### config.mk
export PLATFORM = sky130hd
export DESIGN_NAME = c8ie_ctrl
export DESIGN_NICKNAME = d
export VERILOG_FILES = /design/src/hw/rtl/c8ie_pkg.sv /design/src/hw/rtl/c8ie_ctrl.sv
export SDC_FILE = /design/constraint.sdc
export NUM_CORES = 1
export LEC_CHECK = 0
export ABC_CLOCK_PERIOD_IN_PS = 1900
export BUFFER_PORTS_ARGS = -buffer_cell sky130_fd_sc_hd__buf_2
export CAP_MARGIN = 20
export CORE_ASPECT_RATIO = 0.8
export CORE_MARGIN = 2
export CORE_UTILIZATION = 43
export CTS_CLUSTER_SIZE = 14
export DETAILED_ROUTE_END_ITERATION = 7
export GPL_ROUTABILITY_DRIVEN = 0
export PLACE_DENSITY = 0.73
export SYNTH_ARGS = -nofsm -noshare
export SYNTH_HDL_FRONTEND = slang
export SYNTH_SLANG_ARGS = --single-unit
### constraint.sdc
create_clock -name clk -period 1.9 [get_ports clk]
set_input_delay 0.095 -clock clk [delete_from_list [all_inputs] [get_ports clk]]
set_output_delay 0.095 -clock clk [all_outputs]
set_load 0.005 [all_outputs]
### src/hw/rtl/c8ie_pkg.sv
// shared types and constants for the chip8 instruction executor
`timescale 1ns / 1ps
package c8ie_pkg;
  localparam int unsigned MemDepth   = 4096;
  localparam int unsigned StackDepth = 16;
  localparam int unsigned ScreenW    = 64;
  localparam int unsigned ScreenH    = 32;
  localparam int unsigned AddrW      = 12;
  localparam logic [AddrW-1:0] PcReset = 12'd512;

  localparam logic [1:0] FuncWrite = 2'd0;
  localparam logic [1:0] FuncExec  = 2'd1;
  localparam logic [1:0] FuncRead  = 2'd2;

  localparam logic [15:0] OpCls = 16'h00E0;
  localparam logic [15:0] OpRet = 16'h00EE;
  localparam logic [3:0] GrpSys  = 4'h0;
  localparam logic [3:0] GrpJp   = 4'h1;
  localparam logic [3:0] GrpCall = 4'h2;
  localparam logic [3:0] GrpLd   = 4'h6;
  localparam logic [3:0] GrpAdd  = 4'h7;
  localparam logic [3:0] GrpLdi  = 4'hA;
  localparam logic [3:0] GrpDrw  = 4'hD;
  localparam logic [3:0] RegF    = 4'hF;

  typedef struct packed {
    logic [1:0]  func;
    logic [11:0] addr;
    logic [7:0]  data;
    logic [4:0]  row;
  } in_item_t;

  typedef struct packed {
    logic [11:0] pc_after;
    logic [15:0] opcode;
    logic        collision;
    logic [7:0]  flag_reg;
    logic        fault;
    logic [63:0] row_bits;
  } out_item_t;

  // controller to datapath
  typedef struct packed {
    logic latch_in;   // capture input item
    logic mem_wr;     // do memory write item
    logic mem_rd_hi;  // issue fetch read of pc
    logic mem_rd_lo;  // issue fetch read of pc+1
    logic op_hi;      // capture opcode high byte
    logic op_lo;      // capture opcode low byte
    logic exec;       // execute non-draw instruction
    logic clr_row;    // clear one frame row (cls sweep)
    logic drw_start;  // set up draw
    logic spr_rd;     // issue sprite byte read
    logic fb_rd;      // read frame row
    logic fb_wr;      // xor sprite into frame row
    logic drw_end;    // finish draw
    logic rd_row;     // read-item frame read
    logic load_out;   // build result
  } ctl_t;

  // datapath to controller
  typedef struct packed {
    logic [1:0] func;
    logic       is_cls;
    logic       is_drw;
    logic       clr_last;
    logic       drw_last;
    logic       mem_clr;  // memory clearing pass running
  } sts_t;
endpackage

### src/hw/rtl/c8ie_ctrl.sv
// controller state machine sequencing each item
`timescale 1ns / 1ps
module c8ie_ctrl (
  input  logic          clk,
  input  logic          rst,
  input  logic          in_valid,
  output logic          in_ready,
  output logic          out_valid,
  input  logic          out_ready,
  input  c8ie_pkg::sts_t sts,
  output c8ie_pkg::ctl_t ctl
);
  import c8ie_pkg::*;

  typedef enum logic [10:0] {
    S_IDLE  = 11'b00000000001,
    S_DISP  = 11'b00000000010,
    S_F1    = 11'b00000000100,
    S_F2    = 11'b00000001000,
    S_F3    = 11'b00000010000,
    S_EXEC  = 11'b00000100000,
    S_CLR   = 11'b00001000000,
    S_SRD   = 11'b00010000000,
    S_FRD   = 11'b00100000000,
    S_FWR   = 11'b01000000000,
    S_OUT   = 11'b10000000000
  } state_t;

  state_t state, state_next;
  logic   busy, busy_next;

  assign in_ready = (state == S_IDLE) && !busy && !sts.mem_clr;
  assign out_valid = busy && (state == S_IDLE);

  always_comb begin
    ctl = '0;
    state_next = state;
    busy_next = busy;
    if (busy && out_ready && state == S_IDLE) busy_next = 1'b0;
    case (state)
      S_IDLE: begin
        if (in_valid && in_ready) begin
          ctl.latch_in = 1'b1;
          state_next = S_DISP;
        end
      end
      S_DISP: begin
        case (sts.func)
          FuncWrite: begin ctl.mem_wr = 1'b1; state_next = S_OUT; end
          FuncExec: begin ctl.mem_rd_hi = 1'b1; state_next = S_F1; end
          FuncRead: begin ctl.rd_row = 1'b1; state_next = S_OUT; end
          default: state_next = S_OUT;
        endcase
      end
      S_F1: begin ctl.mem_rd_lo = 1'b1; ctl.op_hi = 1'b1; state_next = S_F2; end
      S_F2: begin ctl.op_lo = 1'b1; state_next = S_F3; end
      S_F3: begin
        if (sts.is_cls) state_next = S_CLR;
        else if (sts.is_drw) begin
          ctl.drw_start = 1'b1;
          state_next = S_SRD;
        end else state_next = S_EXEC;
      end
      S_EXEC: begin ctl.exec = 1'b1; state_next = S_OUT; end
      S_CLR: begin
        ctl.clr_row = 1'b1;
        if (sts.clr_last) state_next = S_EXEC;
      end
      S_SRD: begin
        if (sts.drw_last) begin
          ctl.drw_end = 1'b1;
          state_next = S_OUT;
        end else begin
          ctl.spr_rd = 1'b1;
          ctl.fb_rd = 1'b1;
          state_next = S_FRD;
        end
      end
      S_FRD: state_next = S_FWR;
      S_FWR: begin ctl.fb_wr = 1'b1; state_next = S_SRD; end
      S_OUT: begin
        ctl.load_out = 1'b1;
        busy_next = 1'b1;
        state_next = S_IDLE;
      end
      default: state_next = S_IDLE;
    endcase
  end

  always_ff @(posedge clk) begin
    if (rst) begin
      state <= S_IDLE;
      busy <= 1'b0;
    end else begin
      state <= state_next;
      busy <= busy_next;
    end
  end

  a_one_hot: assert property (@(posedge clk) disable iff (rst) $onehot(state))
    else $error("state not one-hot");
  a_no_accept_busy: assert property (@(posedge clk) disable iff (rst)
    out_valid |-> !in_ready) else $error("accept while result pending");
  a_hold: assert property (@(posedge clk) disable iff (rst)
    out_valid && !out_ready |=> out_valid) else $error("result dropped");
endmodule

## Word-level counts from Yosys, hierarchy flattened

Index checks and enable logic that the tools add are counted.

- Eq/ne operators: 15
- Multiplexer cells: 29
- Reduce and logical (&&, ||, !) cells: 11

Operators with widths:

| operator | count |
|---|---|
| one-hot mux 11 bit (10 select lines) | 1 |
| 2-to-1 mux 11 bit | 5 |
| 2-to-1 mux 1 bit | 18 |
| equality test 11 x 1 -> 1 bit (second input constant) | 1 |
| equality test 11 x 10 -> 1 bit (second input constant) | 1 |
| equality test 11 bit (second input constant) | 1 |
| equality test 11 x 2 -> 1 bit (second input constant) | 1 |
| equality test 11 x 3 -> 1 bit (second input constant) | 1 |
| equality test 11 x 4 -> 1 bit (second input constant) | 1 |
| equality test 11 x 5 -> 1 bit (second input constant) | 1 |
| equality test 11 x 6 -> 1 bit (second input constant) | 1 |
| equality test 11 x 7 -> 1 bit (second input constant) | 1 |
| equality test 11 x 8 -> 1 bit (second input constant) | 1 |
| equality test 11 x 9 -> 1 bit (second input constant) | 1 |
| 2-to-1 mux 2 bit | 4 |
| 2-to-1 mux 8 bit | 1 |
| logical AND 1 bit | 6 |
| equality test 2 x 1 -> 1 bit (second input constant) | 1 |
| equality test 2 bit (second input constant) | 1 |
| zero test 1 bit | 2 |
| zero test 2 bit | 1 |
| != test 2 x 1 -> 1 bit (second input constant) | 1 |
| != test 2 bit (second input constant) | 1 |
| AND reduction 2 bit | 1 |
| nonzero test 2 bit | 1 |

- Bits in registers: 12
- Bits of input ports: 11
- Output and inout bits: 17
- Logic and storage cells: 57

## Depth between registers and ports, before layout

Gate-level depths: netlist of run 1.

- Word-level depth: 6
- Mapped depth: 6
- Depth with buffers taken out: 5

## Worst setup path after synthesis of run 1

Ideal clock, no wire load.

- Kind: reg-to-reg
- Start: register state[0]
- End: register state[7]
- Library setup time: 0.115 ns
- Arrival: 1.781 ns
- Data required time: 1.785 ns
- Slack: 0.004 ns
- Cell stages (with the launch flop): 6
- Buffers on the path: 1
- Clock period less this slack: 1.896 ns
- Path through: dfxtp_1 buf_6 or4_4 or4_4 o21ai_2 o21ba_1

- Cells in the longest elaborated chain, start to end: 6
- Elaborated cells on any way between the ends: 17
- Classes of those cells: eq/ne (12); mux (1); reduce/logical (4)

RTL lines:

| what | RTL line | source |
|---|---|---|
| from (decl) | c8ie_ctrl.sv:29 | `state_t state, state_next;` |
| from (signal assigned) | c8ie_ctrl.sv:95 | `state <= state_next;` |
| equality test 11 x 1 -> 1 bit | c8ie_ctrl.sv:32, c8ie_ctrl.sv:40 |  |
| logical AND 1 bit (2 in series) | c8ie_ctrl.sv:32 | `assign in_ready = (state == S_IDLE) && !busy && !sts.mem_clr;` |
| logical AND 1 bit | c8ie_ctrl.sv:42 | `if (in_valid && in_ready) begin` |
| != test 2 x 1 -> 1 bit (no line) | - |  |
| AND reduction 2 bit (no line) | - |  |

Several ways; a longest one is shown, not always the timed one.
A chain may end at the register's enable or synchronous reset.

==> results.yml, run 1 <==
final_layout:
  drive_gt1_share_pct: 61.8
  layout.nets: 157
  antennaDiodeCount: 0
  fin_cells: 166
  syn_to_final_growth_pct: 67.3
critical_path:
  cp.arrival_ns: 2.05
  cpMaxStageDelayCell: "or4_4"
  worstSetupEndpointType: "output port"
  worstPathMaxFanout: 3
  path_cells: "or4_4 -> or4_4 -> nor3b_4 -> buf_2"
  startpoint_type: "register"
  critPathMaxStageDelay_ns: 0.55
  reg2reg_depth: 6
  cp.required_ns: 1.80
  path_class: "register to output port"
  cp_common_cell: "or4_4"
sta:
  setup_viol: 8
  finalSetupTns_ns: -1.05
  hold_violations: 0
  timing.final.crit_share_pct: 113
  fmax_mhz: 466
  rsz0062_at_grt: "yes"
  maxSlewViolCount: 0
  max_slew_margin_pct: 78.0
  post-route-min-period_ns: 2.15
  worstMarginPinSlew_ns: 0.329
  worst_slack_ns: -0.248
  clock_skew_ns: 0.000294
place:
  place_inst: 151
  place_ws_ns: 0.0202
  dpl.hpwl_microns: 1660
  port_buffers: 27
power_and_ir_drop:
  vdd_drop_max_uv: 412
  cellPowerDensity_nw_per_um2: 394
  power.leakage_nw: 0.619
  power.total_w: 0.000516
route:
  drtAntennaViolNets: 0
  drt-vias-per-instance: 5.67
  firstDrtPassIters: 4
  drc: 0
  post_drt_wl_per_cell_microns: 16.3
  wl_microns: 2700
  vias: 942
  first_iter_violations: 20
die:
  core_area_sq_um: 1680
  die_h_microns: 42.2
  die_x_microns: 51.7
  io_pins: 28
  rows: 13
  die_area_sq_um: 2180
  initial_core_util_pct: 46.8
logic_synthesis:
  yosys-top-cells-count: "dfxtp_1 (12), nor2_1 (11), nor3_1 (6)"
  ys.flop_type: "dfxtp_1"
  syn-instance-count: 92
  avgSynthCellArea_sq_um: 8.51
  netlist_area_sq_um: 783
  ys_seq_area_share_pct: 30.7
  syn_nets: 103
  yosysMostFrequentCell: "dfxtp_1"
  synth_top_cell_area_share_pct: 30.7
  synth_largest_area_cell: "dfxtp_1"
  synth_edf_count: 0
  synth_cell_types: 37
  yosys_warnings: 0
  synthTopCellsByArea: "dfxtp_1 (31%), or4_4 (5.8%), nor2_1 (5.3%), nor3_1 (3.8%), xor2_1 (3.4%)"
  synthArstFlopShare_pct: 0
  synth-seq-cells: 12
clock_network:
  htreeDepth: 1
  cts_root_buf: "clkbuf_4"
  clkLatencyLatePin_ns: 0.26
  cts_buffers: 3
  clock_path_buffers: 2
  clk_pin_slew_ns: 0.07
  cts_tree: "done"
  postCtsHoldBufs: 0
  cts.sinks: 12
worst_hold_path:
  hold_class: "primary input to register"
  hold_depth: 2
grt:
  grt_use_total_pct: 25.2
  gr-total-overflow: 0
  antenna_found_initial: 0
  grt_max_degree: 9
  grt_pass1_wl_microns: 4110
  grt_pass1_vias: 891
run_status:
  status: "complete, but fails checks"
  violations: "negative setup slack"
job:
  cap_violations: 0
[layer usage]
layer | GRT usage (%) | up-vias | share of wire, %
met4 | 9.47 | 0 | 0
met1 | 33.2 | 457 | 44
met2 | 41.5 | 30 | 52
met3 | 3.21 | 0 | 3.9
li1 | - | 455 | -
met5 | 0 | - | 0
[area by class of cell]
| cell class | instances | area (sq um) |
|---|---|---|
| Multi-Input combinational cell | 72 | 638 |
| Fill cell | 115 | 365 |
| Timing Repair Buffer | 53 | 357 |
| Sequential cell | 12 | 245 |
| Tap cell | 22 | 27.5 |
| Clock buffer | 3 | 22.5 |
| Inverter | 4 | 20.0 |
[cells by family (layout without fill, tap and decap cells)]
family / count (synthesis) / count (layout) / share of synthesized area, %
flops: 12 / 12 / 30.7
xor+xnor: 4 / 4 / 4.47
buf+inv: 8 / 60 / 6.39
simple gates: 53 / 53 / 44.6
compound gates: 15 / 15 / 13.9
[cells in the final DEF, fill, tap and decap left out, types with 2 or more instances in the layout]
master	instances
buf_6	3
nand2b_1	2
nor4_4	4
nor3b_4	2
a41oi_1	2
clkbuf_4	3
inv_1	3
nor3b_2	2
and3_1	2
nor3_1	5
xor2_1	3
nor2_1	7
nor2b_1	4
nand3_1	2
buf_4	23
dfxtp_1	8
nand4_1	3
dfxtp_2	4
o21ai_0	3
buf_2	26
nor2_2	3
or4_4	4
[where the power goes]
group          total (W)  internal [W]  switching (W)
Sequential      0.000257      0.000255     0.00000202
Combinational   0.000109     0.0000551      0.0000536
Clock           0.000150     0.0000732      0.0000773
[path summary, 6_finish.rpt]
path | start | end | slack, ns
setup reg to reg | state[4] | state[0] | -0.12
hold reg to reg | busy | state[1] | 0.58
hold / removal | sts[1] | state[8] | 0.02
setup / recovery | state[4] | ctl[11] | -0.25
[metrics by stage]
| step | util (%) | area, sq um | hold slack, ns |
|---|---|---|---|
| 4_1_cts | 70.6 | 1180 | 0.0108 |
| 3_5_place_dp | 60.7 | 1020 | 0.298 |
| 2_1_floorplan | - | 783 | 0.164 |
| 5_1_grt | 78.2 | 1310 | 0.0366 |
| 3_3_place_gp | 60.7 | 1020 | 0.292 |
| 6_report | 78.2 | 1310 | 0.0191 |
[worst max-delay path: cells and delay by family, from the launching register on]
| family | cells | cell delay [ns] |
|---|---|---|
| flip-flops | 1 | 0.32 |
| buffers and inverters | 1 | 0.15 |
| AND/OR/NAND/NOR | 3 | 1.32 |
[sequential cells by signal, indices dropped and copies added, names as in the netlist]
| name | flops |
|---|---|
| busy | 1 |
| state | 11 |
[repair_timing]
action	in CTS	in global routing
resized for setup	13	24
setup buffers	10	3
pin swaps	5	12
endpoints found under the setup margin	9	22
No activity file was read; power rests on OpenSTA's default activity.
==> run 2, diff against run 1 <==
- GPL_TIMING_DRIVEN: default -> 0
==> run 2 against run 1 <==
  * The flow still finishes with violations (negative setup slack)
  * Flip-flop and latch count is the same
  * Routed wire length shrank 19%
  * Die area is the same
  * Clock power is essentially flat
  * Setup slack lost 0.057 ns
  * Maximum frequency shrank 2.6%
  * Combinational power shrank 22%
  * First-iteration DRC count shrank 10%
  * Count of clock-buffer cells in the layout is the same
==> results.yml, run 2 (synthesis results as in run 1) <==
final_layout:
  utilization_pct: 67.1
  fin_cells: 152
  layout_commonest_cell: "buf_2"
  largest-register: "state"
  largest_reg_flops: 11
  antennaDiodeCount: 0
  reg.largest.list: "state: 11 flops, busy: 1 flops"
  drive_gt1_share_pct: 52.3
  syn_to_final_growth_pct: 43.6
  layout_common_cells: "buf_2 (25), buf_4 (12), nor2_1 (10)"
  fillers: 139
  layout.nets: 143
sta:
  rsz0062_at_grt: "yes"
  setup_viol: 15
  finalSetupTns_ns: -1.30
  maxSlewViolCount: 0
  max_slew_margin_pct: 59.7
  worst_slack_ns: -0.305
  timing.final.crit_share_pct: 116
  clock_skew_ns: 0.00552
  hold_violations: 0
  post-route-min-period_ns: 2.20
  fmax_mhz: 454
  worstMarginPinSlew_ns: 0.596
clock_network:
  clkLatencyLatePin_ns: 0.27
  htreeDepth: 1
  cts_buffers: 3
  cts.sinks: 12
  cts_tree: "done"
  postCtsHoldBufs: 0
  cts_root_buf: "clkbuf_4"
  clock_path_buffers: 2
  clk_pin_slew_ns: 0.07
route:
  post_drt_wl_per_cell_microns: 14.4
  drt-vias-per-instance: 5.68
  drc: 0
  first_iter_violations: 18
  wl_microns: 2180
  drtAntennaViolNets: 0
  firstDrtPassIters: 4
  vias: 864
critical_path:
  path_cells: "or4_4 -> or4_4 -> nor3b_4 -> buf_4 -> buf_6"
  startpoint_type: "register"
  r2r_start: "state[1]"
  worstSetupEndpointType: "output port"
  critPathBufInv: 2
  cpMaxStageDelayCell: "or4_4"
  cp.required_ns: 1.80
  path_class: "register to output port"
  r2r_slack_ns: -0.14
  cp_top_family: "simple AND/OR/NAND/NOR gates"
  timing.rr.end: "state[7]"
  worstPathMaxFanout: 3
  cp_common_cell: "or4_4"
  reg2reg_depth: 4
  critPathMaxStageDelay_ns: 0.53
  cp.arrival_ns: 2.11
die:
  die_h_microns: 42.2
  core_area_sq_um: 1680
  io_pins: 28
  rows: 13
  die_area_sq_um: 2180
  die_x_microns: 51.7
  initial_core_util_pct: 46.8
run_status:
  violations: "negative setup slack"
  status: "complete, but fails checks"
worst_hold_path:
  min_to: "state[8]"
  hold_class: "primary input to register"
  hold_path.startpoint: "sts[1]"
  hold_depth: 2
place:
  place_ws_ns: -0.127
  dpl.hpwl_microns: 1560
  place_inst: 141
  port_buffers: 27
grt:
  grt_use_total_pct: 20.6
  grt_max_degree: 10
  grt_pass1_vias: 845
  grt_pass1_wl_microns: 3400
  antenna_found_initial: 0
  gr-total-overflow: 0
power_and_ir_drop:
  vdd_drop_max_uv: 301
  cellPowerDensity_nw_per_um2: 438
  power.leakage_nw: 0.526
job:
  cap_violations: 0
run 2: changes by cell type in the layout (fill, tap and decap cells not counted), moves of 3 or more:
cell | previous run | this run
nor4_4 | 4 | 1
nor2_1 | 7 | 10
nor4_1 | 0 | 3
dfxtp_4 | 0 | 4
buf_4 | 23 | 12
run 2: worst max path at each step:
stage | from | to | slack, ns | depth (start not counted)
6_report | state[4] | ctl[11] | -0.30 | 5
3_5_place_dp | state[0] | state[7] | -0.13 | 5
3_3_place_gp | state[0] | state[7] | -0.13 | 5
2_1_floorplan | state[0] | state[7] | 0.004 | 5
4_1_cts | state[4] | ctl[11] | -0.31 | 5
5_1_grt | state[4] | ctl[11] | -0.37 | 5
run 2: final cells by class:
cell class | count | area, sq um | area share, %
plain buffers | 3 | 22.5 | 2.00
clock buffers | 3 | 22.5 | 2.00
inverters | 4 | 20.0 | 1.78
multi-input cells | 72 | 559 | 49.7
flip-flops and latches | 12 | 258 | 22.9
well taps | 22 | 27.5 | 2.45
repair buffers | 36 | 215 | 19.1
run 2: stage by stage:
| step | area, sq um | hold WS (ns) | power, W |
|---|---|---|---|
| detailed placement | 946 | 0.302 | 0.000340 |
| floorplan | 783 | 0.164 | 0.000312 |
| global placement | 946 | 0.289 | 0.000337 |
| CTS | 1030 | 0.0181 | 0.000491 |
| finish | 1120 | 0.0176 | 0.000493 |
| global route | 1120 | 0.0189 | 0.000516 |
run 2: power breakdown:
group,total [W],switching [W],internal [W]
registers,0.000257,0.00000612,0.000251
logic,0.0000847,0.0000428,0.0000419
clock network,0.000151,0.0000777,0.0000734
run 2: metal layers:
layer  up-vias  track usage, %  wire length [microns]
met5         -               0                      0
met4         0            10.5                     33
met3         4            7.50                    154
met2        39            32.8                   1040
met1       397            24.0                    951
li1        424               -                      -
run 2: what timing repair did:
| action | CTS | global route |
|---|---|---|
| pin swaps | 2 | 5 |
| gates resized for setup | 10 | 16 |
| setup endpoints to repair | 21 | 26 |
| hold endpoints to repair | 0 | 0 |
| setup buffers | 4 | 5 |
